--- src/jet_pkg.sv ---
package jet_pkg;

    // fixed-point format of z and c
    localparam int FRAC_BITS  = 28;
    localparam int COORD_BITS = 32;
    localparam int INDEX_BITS = 12;
    localparam int COUNT_BITS = 8;
    localparam int CFG_BITS   = 32;

    // default image size
    localparam int IMAGE_WIDTH_DEF  = 4096;
    localparam int IMAGE_HEIGHT_DEF = 4096;

    // register reset values
    localparam logic [COUNT_BITS-1:0] LIMIT_RESET = 8'd255;

    // configuration register indexes
    typedef enum logic [1:0] {
        CFG_SEED_REAL  = 2'd0,
        CFG_SEED_IMAG  = 2'd1,
        CFG_ITER_LIMIT = 2'd2
    } cfg_index_t;

    // mapped start point of one pixel
    typedef struct packed {
        logic signed [COORD_BITS-1:0] re;
        logic signed [COORD_BITS-1:0] im;
    } start_t;

endpackage

--- src/jet_queue.sv ---
module jet_queue (
    input  logic            clk,
    input  logic            rst_n,
    input  logic            push_valid,
    output logic            push_ready,
    input  jet_pkg::start_t push_data,
    output logic            pop_valid,
    input  logic            pop,
    output jet_pkg::start_t pop_data
);
    import jet_pkg::*;

    localparam int DEPTH = 2;

    start_t      mem [DEPTH];
    logic        wr_ptr_reg;
    logic        wr_ptr_next;
    logic        rd_ptr_reg;
    logic        rd_ptr_next;
    logic [1:0]  count_reg;
    logic [1:0]  count_next;
    logic        do_push;
    logic        do_pop;

    assign push_ready = (count_reg != 2'(DEPTH));
    assign pop_valid  = (count_reg != 2'd0);
    assign pop_data   = mem[rd_ptr_reg];
    assign do_push    = push_valid && push_ready;
    assign do_pop     = pop && pop_valid;

    // pointer and fill bookkeeping
    always_comb
    begin
        wr_ptr_next = wr_ptr_reg ^ do_push;
        rd_ptr_next = rd_ptr_reg ^ do_pop;
        count_next  = count_reg;
        if (do_push && !do_pop)
            count_next = count_reg + 2'd1;
        else if (do_pop && !do_push)
            count_next = count_reg - 2'd1;
    end

    always_ff @(posedge clk or negedge rst_n)
    begin
        if (!rst_n)
        begin
            wr_ptr_reg <= 1'b0;
            rd_ptr_reg <= 1'b0;
            count_reg  <= 2'd0;
        end
        else
        begin
            wr_ptr_reg <= wr_ptr_next;
            rd_ptr_reg <= rd_ptr_next;
            count_reg  <= count_next;
        end
    end

    // entry storage
    always_ff @(posedge clk)
    begin
        if (do_push)
            mem[wr_ptr_reg] <= push_data;
    end

endmodule

--- config.mk ---
export PLATFORM = sky130hd
export DESIGN_NAME = jet_queue
export DESIGN_NICKNAME = d
export VERILOG_FILES = /design/src/jet_pkg.sv /design/src/jet_queue.sv
export SDC_FILE = /design/constraint.sdc
export NUM_CORES = 1
export LEC_CHECK = 0
export BUFFER_PORTS_ARGS = -buffer_cell sky130_fd_sc_hd__buf_2
export CAP_MARGIN = 25
export CORE_ASPECT_RATIO = 0.8
export CORE_MARGIN = 8
export CORE_UTILIZATION = 45
export CTS_BUF_LIST = sky130_fd_sc_hd__clkbuf_4 sky130_fd_sc_hd__clkbuf_8 sky130_fd_sc_hd__clkbuf_16
export CTS_CLUSTER_DIAMETER = 30
export DETAILED_ROUTE_END_ITERATION = 7
export GPL_ROUTABILITY_DRIVEN = 0
export PLACE_DENSITY = 0.7
export SLEW_MARGIN = 20
export SYNTH_ARGS = -nofsm -noshare
export SYNTH_HDL_FRONTEND = slang
export SYNTH_SLANG_ARGS = --single-unit
--- constraint.sdc ---
create_clock -name clk -period 7.5 [get_ports clk]
set_input_delay 0.375 -clock clk [delete_from_list [all_inputs] [get_ports clk]]
set_output_delay 0.375 -clock clk [all_outputs]
set_load 0.03 [all_outputs]
==> metrics.txt <==
max FFs per register=128; total number of vias=2484; I/O pins=134; number of max-cap violations=0; clock sinks=132; RR Startpoint=count_reg[0]; pwr/cell area=458 nW/um^2; unrepaired setup endpoints after global routing=no; Hold Path Class=input pin to flop; drt total wl=9300 um; Port Buf Inserts=133; Worst setup SP type=flop; # fillers=855; TritonCTS buffer count=17; Max H-tree Level=4; worst hold path endpoint=mem[0][53]; GRT Util Overall=0.129; final hold viol count=0; CTS tree=built; Antenna Cells=0; sequential element share of the synthesized area=0.784; TritonRoute pass-1 iters=4; DP Worst Slack=5.10 ns; HPWL after detailed placement=6260 um; Hold Crit Depth=1; period utilization=0.373; Worst Tran Pin Value=0.845 ns; Mean Syn Cell Area=23.2 um^2; drt drc=0; Multi-input gate area=1010 um^2; setup ws final=4.70 ns; first-pass GRT wire length=14400 um; HP Start=push_data[53]; area added between synthesis and finish=28.9%; maximum clock path buffer count=2; CP endpoint kind=output port; ANT nets after route=0; die width=134 um; Distinct cells, synth=15; synth top area cells=edfxtp_1 76%, mux2_4 15%, mux2_2 3.1%, dfrtp_1 2.0%, buf_6 1.3%; top-area cell type share of the netlist area=0.764; wire per inst=17.8 um; Rows=34; run status=finished, final reports clean; layout cells sized above 1=0.612; number of global-route vias before repair=2732; LEAKAGE=2.61 nW; headroom to the max-slew limit=0.437; Die Y=111 um; Syn Nets=288; reg-to-reg critical path endpoint=mem[0][47]; yosys synthesis warning count=0; maximum vdd drop=0.000237 V; clock-pin transition on the worst setup and hold timing paths=0.06 ns; flop and latch count out of synthesis=132; sequential cell area=3950 um^2; Post-Syn Instances=217; global route total overflow=0; Max Freq=358 MHz; Data arrival, critical path=2.42 ns; nets@finish=437; final setup fails=0; core area=10900 um^2; initial antenna violation count=1; Slew Limit Fails=0; reg2reg setup slack=5.14 ns; die area=14800 um^2; largest fanout on the critical path=48; Reg2Reg Depth=4; DR iter-0 viols=136; Clock Tree Root=clkbuf_16; Synth area leader=edfxtp_1; mapped cell area=5030 um^2; CP Class=flop to output port; clk_skew=0.00726 ns; Via density=4.75; clock latency on the worst-skew pair=0.40 ns; final setup TNS=0 ns; Final min period=2.80 ns; Starting Density=0.462; largest net degree at the start of global routing=49; Post-CTS Setup Inserts=0; Data required, critical path=7.12 ns
cells in the mapped netlist (all sizes together):
master / count
nand2b: 1
inv: 2
xnor2: 2
ha: 3
buf: 7
mux2: 64
xor2: 2
or2: 1
nand2: 1
nor2: 1
and2: 1
edfxtp: 128
dfrtp: 4
placed cells by master, fill, tap and decap left out:
master and instances:
ha_2 2, and2_1 1, dfrtp_1 3, nand2b_1 1, buf_2 133, nor2_1 1, dfrtp_4 1, edfxtp_1 128
dlygate4sd3_1 1, xnor2_1 2, clkinv_1 3, mux2_2 14, clkinvlp_4 1, xor2_1 2, or2_1 1, clkbuf_4 4
clkbuf_16 17, clkinv_2 1, mux2_4 50, buf_4 3, inv_1 2, bufinv_16 5, nand2_1 1, ha_1 1
clkinv_4 1
per-layer routing:
| metal | track usage | wire [um] | share of wire | vias to the layer above |
|---|---|---|---|---|
| met3 | 0.0562 | 780 | 0.084 | 14 |
| met1 | 0.149 | 3920 | 0.42 | 1216 |
| met4 | 0.0650 | 144 | 0.015 | 2 |
| met5 | 0 | 10 | 0.0011 | - |
| met2 | 0.202 | 4450 | 0.48 | 97 |
| li1 | - | - | - | 1155 |
area by class of cell:
type                       instances  area share
tap                              144      0.0278
inverter                           2     0.00116
multi-input combinational         76       0.156
clock inverter                    11      0.0282
clock buffer                      21      0.0702
sequential                       132       0.609
timing repair buffer             137       0.108
per-stage QoR:
step / power (mW) / cell area (um^2) / cells / hold WS [ns] / util
3_3_place_gp: 2.11 / 5840 / 490 / 0.202 / 0.536
4_1_cts: 3.01 / 6480 / 523 / 0.139 / 0.595
6_report: 2.97 / 6480 / 523 / 0.158 / 0.595
5_1_grt: 3.10 / 6480 / 523 / 0.136 / 0.595
3_5_place_dp: 2.12 / 5840 / 490 / 0.202 / 0.536
2_1_floorplan: 1.88 / 5030 / 217 / 0.0794 / -
power breakdown:
| part | internal (mW) | leakage, nW | total [mW] | switching, mW |
|---|---|---|---|---|
| registers | 1.01 | 1.23 | 1.08 | 0.0647 |
| clock network | 0.601 | 0.311 | 0.883 | 0.282 |
| logic | 0.389 | 1.06 | 1.01 | 0.623 |
| total | 2.00 | 2.61 | 2.97 | 0.969 |
how the worst max path moves through the flow:
stage,start,end,slack [ns],cells after the start
2_1_floorplan,count_reg[0],mem[1][0],4.59,3
3_5_place_dp,count_reg[0],mem[0][19],5.10,4
5_1_grt,rd_ptr_reg,pop_data[57],4.58,3
3_3_place_gp,rd_ptr_reg,pop_data[51],5.15,3
6_report,rd_ptr_reg,pop_data[57],4.70,3
4_1_cts,rd_ptr_reg,pop_data[57],4.67,3
critical path, stage by stage, from the launching register on:
cell	delay, ns
dfrtp_4	0.63
buf_4	0.74
mux2_2	0.43
buf_2	0.18
cells by family (layout without fill, tap and decap cells):
| group | count (synthesis) | in the layout | synth area share |
|---|---|---|---|
| xor+xnor | 4 | 4 | 0.00696 |
| fa+ha+maj | 3 | 3 | 0.00746 |
| buf+inv | 9 | 171 | 0.0159 |
| flops | 132 | 132 | 0.784 |
| mux | 64 | 64 | 0.181 |
| simple gates | 5 | 5 | 0.00522 |
repair_timing:
action | 4_1_cts | 5_1_grt
resized for setup | 0 | 0
hold endpoints to repair | 4 | 0
hold buffers | 1 | 0
Note: power is estimated with default switching activity, not from simulation.
