## src/jet_pkg.sv

```systemverilog
package jet_pkg;

    // fixed-point format of z and c
    localparam int FRAC_BITS  = 28;
    localparam int COORD_BITS = 32;
    localparam int INDEX_BITS = 12;
    localparam int COUNT_BITS = 8;
    localparam int CFG_BITS   = 32;

    // default image size
    localparam int IMAGE_WIDTH_DEF  = 4096;
    localparam int IMAGE_HEIGHT_DEF = 4096;

    // register reset values
    localparam logic [COUNT_BITS-1:0] LIMIT_RESET = 8'd255;

    // configuration register indexes
    typedef enum logic [1:0] {
        CFG_SEED_REAL  = 2'd0,
        CFG_SEED_IMAG  = 2'd1,
        CFG_ITER_LIMIT = 2'd2
    } cfg_index_t;

    // mapped start point of one pixel
    typedef struct packed {
        logic signed [COORD_BITS-1:0] re;
        logic signed [COORD_BITS-1:0] im;
    } start_t;

endpackage

```

## src/jet_front.sv

```systemverilog
module jet_front #(
    parameter int IMAGE_WIDTH  = jet_pkg::IMAGE_WIDTH_DEF,
    parameter int IMAGE_HEIGHT = jet_pkg::IMAGE_HEIGHT_DEF
) (
    input  logic                            clk,
    input  logic                            rst_n,
    input  logic                            in_valid,
    output logic                            in_stall,
    input  logic [jet_pkg::INDEX_BITS-1:0]  pixel_col,
    input  logic [jet_pkg::INDEX_BITS-1:0]  pixel_row,
    output logic                            push_valid,
    input  logic                            push_ready,
    output jet_pkg::start_t                 push_data
);
    import jet_pkg::*;

    localparam longint LAST_COL = IMAGE_WIDTH - 1;
    localparam longint LAST_ROW = IMAGE_HEIGHT - 1;
    localparam longint STEP_COL = ((64'sd1 <<< 30) + LAST_COL / 2) / LAST_COL;
    localparam longint STEP_ROW = ((64'sd1 <<< 30) + LAST_ROW / 2) / LAST_ROW;
    localparam logic [INDEX_BITS-1:0] LAST_COL_IDX = INDEX_BITS'(LAST_COL);
    localparam logic [INDEX_BITS-1:0] LAST_ROW_IDX = INDEX_BITS'(LAST_ROW);
    localparam logic [30:0] STEP_COL_C = 31'(STEP_COL);
    localparam logic [30:0] STEP_ROW_C = 31'(STEP_ROW);
    localparam logic [COORD_BITS-1:0] TWO_FIXED = COORD_BITS'(64'd2 << FRAC_BITS);
    localparam int PROD_BITS = INDEX_BITS + 31;

    logic                  valid_reg;
    logic                  valid_next;
    start_t                data_reg;
    start_t                data_next;
    logic [INDEX_BITS-1:0] col_clamped;
    logic [INDEX_BITS-1:0] row_clamped;
    logic [PROD_BITS-1:0]  prod_col;
    logic [PROD_BITS-1:0]  prod_row;
    logic                  take;

    // accept when the stage is empty or its content moves on
    assign in_stall   = valid_reg && !push_ready;
    assign take       = in_valid && !in_stall;
    assign push_valid = valid_reg;
    assign push_data  = data_reg;

    // clamp and map onto [-2, 2]
    always_comb
    begin
        col_clamped = (pixel_col > LAST_COL_IDX) ? LAST_COL_IDX : pixel_col;
        row_clamped = (pixel_row > LAST_ROW_IDX) ? LAST_ROW_IDX : pixel_row;
        prod_col    = PROD_BITS'(col_clamped) * PROD_BITS'(STEP_COL_C);
        prod_row    = PROD_BITS'(row_clamped) * PROD_BITS'(STEP_ROW_C);
        data_next   = data_reg;
        if (take)
        begin
            data_next.re = $signed(prod_col[COORD_BITS-1:0] - TWO_FIXED);
            data_next.im = $signed(prod_row[COORD_BITS-1:0] - TWO_FIXED);
        end
    end

    // stage occupancy
    always_comb
    begin
        valid_next = valid_reg;
        if (take)
            valid_next = 1'b1;
        else if (push_ready)
            valid_next = 1'b0;
    end

    always_ff @(posedge clk or negedge rst_n)
    begin
        if (!rst_n)
            valid_reg <= 1'b0;
        else
            valid_reg <= valid_next;
    end

    always_ff @(posedge clk)
    begin
        data_reg <= data_next;
    end

endmodule

```

## config.mk

```make
export PLATFORM = sky130hd
export DESIGN_NAME = jet_front
export DESIGN_NICKNAME = d
export VERILOG_FILES = /design/src/jet_pkg.sv /design/src/jet_front.sv
export SDC_FILE = /design/constraint.sdc
export NUM_CORES = 1
export LEC_CHECK = 0
export ABC_AREA = 1
export ABC_CLOCK_PERIOD_IN_PS = 4500
export BUFFER_PORTS_ARGS = -buffer_cell sky130_fd_sc_hd__buf_2
export CELL_PAD_IN_SITES_DETAIL_PLACEMENT = 1
export CELL_PAD_IN_SITES_GLOBAL_PLACEMENT = 2
export CORE_MARGIN = 2
export CORE_UTILIZATION = 23
export CTS_CLUSTER_SIZE = 8
export DETAILED_ROUTE_END_ITERATION = 7
export PLACE_DENSITY_LB_ADDON = 0.12
export SLEW_MARGIN = 20
export SYNTH_ARGS = -nofsm -noshare
export SYNTH_HDL_FRONTEND = slang
export SYNTH_SLANG_ARGS = --single-unit
```

## constraint.sdc

```tcl
create_clock -name clk -period 4.5 [get_ports clk]
set_input_delay 0 -clock clk [delete_from_list [all_inputs] [get_ports clk]]
set_output_delay 0 -clock clk [all_outputs]
set_load 0.01 [all_outputs]
```

==> results_dict.tcl, run 1 <==
set metrics [dict create \
    yosysUniqueCellTypes 10 \
    period_needed_ns 1.68 \
    drtIter0Drc 36 \
    clock.fmax_ghz 0.595 \
    drt_first_pass_iters 2 \
    detailed_placer_s_ending_hpwl_um 1900 \
    r2r_setup_slack_ns 2.82 \
    cts_buffer_depth 2 \
    grt_start_max_net_pins 17 \
    synth_seq_area_share_pct 65.8 \
    global_route.usage.met1_pct 8.79 \
    layout_commonest_cell "sky130_fd_sc_hd__buf_2" \
    fin_area_mm2 0.00171 \
    syn2layout_area_growth_pct 39.6 \
    worstSetupEndpointType "flip-flop" \
    data_arrival_at_the_endpoint_of_the_critical_path_ns 1.66 \
    post_route_cells_drive_above_1_share_pct 55.6 \
    io_buffer_count 81 \
    setup_total_negative_slack_ns 0 \
    num_io_pins 94 \
    max_slew.worst_pin.slew_ns 0.783 \
    unrepaired_setup_endpoints_after_global_routing "false" \
    num_rows 26 \
    irDropWorstVdd_mv 0.136 \
    globalRouteMet2Util_pct 16.0 \
    tritoncts_buffer_count 3 \
    synth.yosys.warnings 0 \
    cts_post_setup_buffers_inserted 0 \
    worst_setup_hold_path_clk_slew_ns 0.09 \
    drt-wirelength-per-cell_um 11.1 \
    busiest_layer "met2" \
    skew_ns 0.00330 \
    max_cap_viol_count 0 \
    post_synth_instance_area_mm2 0.00122 \
    finalSetupViolCount 0 \
    critPathLaunchType "input port" \
    worstRegToRegCells 2 \
    synth.top_cells.by_area "sky130_fd_sc_hd__edfxtp_1 (64%), sky130_fd_sc_hd__buf_4 (23%), sky130_fd_sc_hd__clkbuf_1 (7.4%)" \
    postCtsResizedCells 0 \
    antenna_found_initial 0 \
    clock_tree_from_tritoncts "built" \
    global_route.overflow_total 0 \
    syn_avg_cell_area_um2 12.5 \
    grtUsageMet3_pct 2.94 \
    die_area_mm2 0.00593 \
    drtAntennaViolNets 0 \
    number_of_design_rule_violations_left_after_detail_routing 0 \
    routed-via-count 788 \
    path_max_fanout 14 \
    hp-class "input port to asynchronous set/reset pin" \
    relSlewSlack_pct 47.8 \
    final-max-slew-violation-count 0 \
    synth_top_cell_area_share_pct 63.7 \
    route.detailed.vias_per_inst 3.43 \
    grt_pass1_vias 795 \
    detail_route.wirelength_um 2550 \
    cts_htree_levels 1 \
    leakage_nw 0.787 \
    worstSkewPairLatency_ns 0.27 \
    chipWidth_um 77.0 \
    floorplan.initialDensity_pct 24.0 \
    cts.root.buffer_cell "sky130_fd_sc_hd__clkbuf_8" \
    cts_sinks 27 \
    chipHeight_um 77.0 \
    reg2reg_to "push_data[62]" \
    final_min_period_over_clock_period_pct 37.3 \
    synth_area_leader_cell "sky130_fd_sc_hd__edfxtp_1" \
    r2r_start "push_valid" \
    number_of_hold_violations_in_the_final_report 0 \
    status "finished clean" \
    finalWeightedCongestion 0.608 \
    power_per_cell_area_mw_per_mm2 305 \
    mostFrequentLayoutCells "sky130_fd_sc_hd__buf_2 (81), sky130_fd_sc_hd__dlygate4sd3_1 (27), sky130_fd_sc_hd__edfxtp_1 (26), sky130_fd_sc_hd__conb_1 (12), sky130_fd_sc_hd__inv_1 (4)" \
    place_area_mm2 0.00139 \
    overall_routing_resource_usage_pct 8.64 \
    fp.coreArea_mm2 0.00511 \
    critPathKind "input port to flip-flop" \
    worstPathRequired_ns 4.48 \
    netlist_instances 98 \
    number_of_diodes 0 \
    synth.ff_latch_count 27 \
    cts_hold_buf 27 \
    final_nets 189 \
    grt_pass1_wl_um 3930 \
]
==> synth_stat cells <==
| cell type | number |
|---|---|
| sky130_fd_sc_hd__edfxtp_1 | 26 |
| sky130_fd_sc_hd__dfrtp_1 | 1 |
| sky130_fd_sc_hd__o21ai_2 | 1 |
| sky130_fd_sc_hd__inv_1 | 4 |
| sky130_fd_sc_hd__inv_2 | 1 |
| sky130_fd_sc_hd__conb_1 | 1 |
| sky130_fd_sc_hd__clkbuf_1 | 24 |
| sky130_fd_sc_hd__buf_4 | 38 |
| sky130_fd_sc_hd__nor2_1 | 1 |
| sky130_fd_sc_hd__a21oi_2 | 1 |
==> kinds of logic (layout without fill, tap and decap cells) <==
family,count (synthesis),in the layout,synth area share (%)
simple gates,1,1,0.306
other cells,1,12,0.306
buf+inv,67,118,32.2
flops,27,27,65.8
compound gates,2,2,1.43
==> metrics by stage <==
stage / utilization [%] / total power, mW / hold slack (ns) / std cells / worst slack [ns]
4_1_cts: 33.5 / 0.533 / 0.0107 / 230 / 2.75
3_3_place_gp: 27.2 / 0.368 / -0.221 / 199 / 2.85
3_5_place_dp: 27.2 / 0.370 / -0.216 / 199 / 2.78
6_report: 33.5 / 0.522 / 0.0276 / 230 / 2.82
5_1_grt: 33.5 / 0.553 / 0.0156 / 230 / 2.65
2_1_floorplan: - / 0.360 / -0.296 / 109 / 2.90
==> power by group <==
| part | internal, mW | leakage (nW) | switching [mW] | total [mW] |
|---|---|---|---|---|
| combinational | 0.0419 | 0.507 | 0.0414 | 0.0833 |
| clock | 0.0628 | 0.0217 | 0.0774 | 0.140 |
| sequential | 0.292 | 0.258 | 0.00600 | 0.298 |
==> sequential cells by signal (all words and copies together) (netlist names) <==
signal      cells
push_data      26
push_valid      1
==> final cells by class <==
class,instances,area (µm²)
clock buffer,3,41.3
clock inverter,1,7.51
fill,590,3400
inverter,5,18.8
multi-input combinational,15,66.3
sequential,27,806
tap,70,87.6
timing repair buffer,109,683
==> layer usage <==
metal	vias to the layer above	wire length, µm
li1	366	-
met4	0	34
met1	365	949
met5	-	0
met2	55	1310
met3	2	265
==> worst max-delay path by stage <==
stage | start | endpoint | slack (ns) | depth (start not counted)
2_1_floorplan | push_valid | push_data[17] | 2.90 | 1
6_report | push_ready | push_data[62] | 2.82 | 5
4_1_cts | push_valid | push_data[51] | 2.75 | 2
5_1_grt | push_ready | push_data[59] | 2.65 | 5
3_3_place_gp | push_valid | push_data[18] | 2.85 | 2
3_5_place_dp | push_valid | push_data[53] | 2.78 | 2
==> critical path, cell delays in order <==
cell and delay, ns:
sky130_fd_sc_hd__dlygate4sd3_1 0.51, sky130_fd_sc_hd__buf_2 0.13, sky130_fd_sc_hd__inv_2 0.04, sky130_fd_sc_hd__a21oi_2 0.62, sky130_fd_sc_hd__buf_4 0.35
(Power assumes the default switching activity.)
==> inputs of run 2 (changes only) <==
Settings changed: ABC_AREA 1 to 0, ABC_CLOCK_PERIOD_IN_PS 4500 to 1350, CORE_UTILIZATION 23 to 20.
Clock period 4.5 ns to 1.35 ns, I/O delays scaled along.
==> run 2 against run 1 <==
Synthesized cell count down 2.0%. Critical path depth fell by 3. Worst hold slack got worse by 0.0034 ns. Design area shrank 0.22%. Final cell count is 0.87% higher. Global-route usage fell by 2.1 points.
==> results_dict.tcl, run 2 <==
set metrics [dict create \
    chipHeight_um 82.3 \
    worstSkewPairLatency_ns 0.27 \
    r2r_setup_slack_ns 0.14 \
    detail_route.wirelength_um 2470 \
    comb_power_share_pct 15.9 \
    synth.yosys.warnings 0 \
    place_area_mm2 0.00139 \
    global_route.overflow_total 0 \
    drtIter0Drc 13 \
    finalSetupViolCount 0 \
    met2_length_um 1360 \
    floorplan.initialDensity_pct 20.7 \
    io_buffer_count 81 \
    power.net_switching_mw 0.398 \
    number_of_hold_violations_in_the_final_report 0 \
    drtAntennaViolNets 0 \
    hp-class "input port to asynchronous set/reset pin" \
    tritoncts_buffer_count 3 \
    grt_pass1_vias 747 \
    number_of_diodes 0 \
    largest_reg_flops 26 \
    setup_total_negative_slack_ns 0 \
    worst_case_setup_margin_in_the_final_layout_ns 0.142 \
    num_io_pins 94 \
    grt_start_max_net_pins 27 \
    switching_share_pct 23.2 \
    chipWidth_um 82.3 \
    postSynth.asyncResetShare_pct 3.70 \
    critPathLaunchType "flip-flop" \
    layout_commonest_cell "sky130_fd_sc_hd__buf_2" \
    drt_first_pass_iters 2 \
    worst_setup_hold_path_clk_slew_ns 0.09 \
    yosys-mux-area-fraction_pct 0 \
    post_route_cells_drive_above_1_share_pct 55.4 \
    cts_post_setup_buffers_inserted 0 \
    synth_compound_gate_area_share_pct 0 \
    data_arrival_at_the_endpoint_of_the_critical_path_ns 1.15 \
    grt_pass1_wl_um 3230 \
    final_core_utilization_pct 28.8 \
    path_max_fanout 26 \
    n_fill_cell 676 \
    mostFrequentLayoutCells "sky130_fd_sc_hd__buf_2 (81), sky130_fd_sc_hd__dlygate4sd3_1 (27), sky130_fd_sc_hd__edfxtp_1 (26), sky130_fd_sc_hd__conb_1 (12)" \
    ys_top_cells_by_count "sky130_fd_sc_hd__buf_4 (38), sky130_fd_sc_hd__edfxtp_1 (26), sky130_fd_sc_hd__clkbuf_1 (24)" \
    routed-via-count 774 \
    fin_area_mm2 0.00171 \
    leakage_nw 0.787 \
    internal_power_mw 1.32 \
    postCtsResizedCells 0 \
    clkPwrFrac_pct 26.2 \
    yosysUniqueCellTypes 9 \
    synthAdderAreaFrac_pct 0 \
    status "finished clean" \
    unrepaired_setup_endpoints_after_global_routing "false" \
    cts_sinks 27 \
    cts_htree_levels 1 \
    die_area_mm2 0.00677 \
    syn_avg_cell_area_um2 12.8 \
    netlist_instances 96 \
    stdcell_count 232 \
    synth_area_leader_cell "sky130_fd_sc_hd__edfxtp_1" \
    critPathKind "flip-flop to flip-flop" \
    final_min_period_over_clock_period_pct 89.5 \
    cts_hold_buf 27 \
    drt-wirelength-per-cell_um 10.7 \
    irDropWorstVdd_mv 0.328 \
    worstSetupEndpointType "flip-flop" \
    power.share.sequential_pct 57.9 \
    synth_top_family_by_area "buffers and inverters" \
    crit_end "push_data[53]" \
    num_rows 28 \
    synthSimpleGateAreaFrac_pct 2.35 \
    overall_routing_resource_usage_pct 6.51 \
    clock_tree_from_tritoncts "built" \
    post_synth_instance_area_mm2 0.00122 \
    cts.root.buffer_cell "sky130_fd_sc_hd__clkbuf_8" \
    yosys.cell_count.top_type "sky130_fd_sc_hd__buf_4" \
    synth_top_cell_area_share_pct 63.7 \
    number_of_design_rule_violations_left_after_detail_routing 0 \
    r2r_start "push_valid" \
    wl_met1_um 872 \
    route.detailed.vias_per_inst 3.34 \
    synth_seq_area_share_pct 65.8 \
    synth_enable_flop_cells 26 \
    finalWeightedCongestion 0.592 \
    synth-main-ff-cell "sky130_fd_sc_hd__edfxtp_1" \
    cts_buffer_depth 2 \
    place_inst 201 \
    worstRegToRegCells 2 \
    skew_ns 0.00246 \
    synth.ff_latch_count 27 \
    reg2reg_to "push_data[53]" \
    placement.setup.worst_slack_ns 0.136 \
    synth.top_cells.by_area "sky130_fd_sc_hd__edfxtp_1 (64%), sky130_fd_sc_hd__buf_4 (23%), sky130_fd_sc_hd__clkbuf_1 (7.4%)" \
    topRoutingLayerUsed "met4" \
    power_per_cell_area_mw_per_mm2 1010 \
    antenna_found_initial 0 \
    worstPathRequired_ns 1.29 \
    detailed_placer_s_ending_hpwl_um 1850 \
    max_cap_viol_count 0 \
    syn2layout_area_growth_pct 39.3 \
    detailed_route_wirelength_on_metal3_um 205 \
    critical_path.startpoint "push_valid" \
    fp.coreArea_mm2 0.00592 \
    final_nets 186 \
    final-max-slew-violation-count 0 \
    period_needed_ns 1.21 \
    clock.fmax_ghz 0.827 \
    post_layout_power_mw 1.72 \
    holdWs_ns 0.0242 \
    synthXorXnorAreaFrac_pct 0 \
]
run 2: final cells by class:
type                       count  area [µm²]  area share [%]
timing repair buffer         108         676            39.6
clock buffer                   3        41.3            2.42
sequential                    27         806            47.2
multi-input combinational     15        73.8            4.33
inverter                       3        11.3           0.660
tap                           75        93.8            5.50
clock inverter                 1        5.00           0.293
run 2: worst min path at each step:
stage | startpoint | slack, ns | cells after the start | endpoint
6_report | rst_n | 0.02 | 2 | push_valid
5_1_grt | rst_n | 0.02 | 2 | push_valid
4_1_cts | rst_n | 0.01 | 2 | push_valid
3_5_place_dp | rst_n | -0.22 | 1 | push_valid
3_3_place_gp | rst_n | -0.22 | 1 | push_valid
2_1_floorplan | rst_n | -0.30 | 0 | push_valid
run 2: logic make-up after synthesis:
logic type	Yosys count
buf+inv	65
flops	27
simple gates	3
other cells	1
run 2: routing by layer:
layer  vias up  GRT usage (%)
met3         2           1.30
met5         -              0
met2        47           12.1
met4         0           3.50
met1       368           6.81
li1        357              -
run 2: power by group through the flow:
stage | Clock, mW | Sequential, mW | Combinational [mW]
after floorplan | 0 | 1.04 | 0.163
after global placement | 0 | 1.01 | 0.216
after detailed placement | 0 | 1.02 | 0.216
after CTS | 0.489 | 0.997 | 0.278
after global routing | 0.518 | 1.00 | 0.302
final | 0.451 | 0.995 | 0.274
run 2: critical path: stages, from the launching register on:
cell                       delay, ns
sky130_fd_sc_hd__dfrtp_1        0.41
sky130_fd_sc_hd__nand2b_4       0.08
sky130_fd_sc_hd__and2_4         0.38
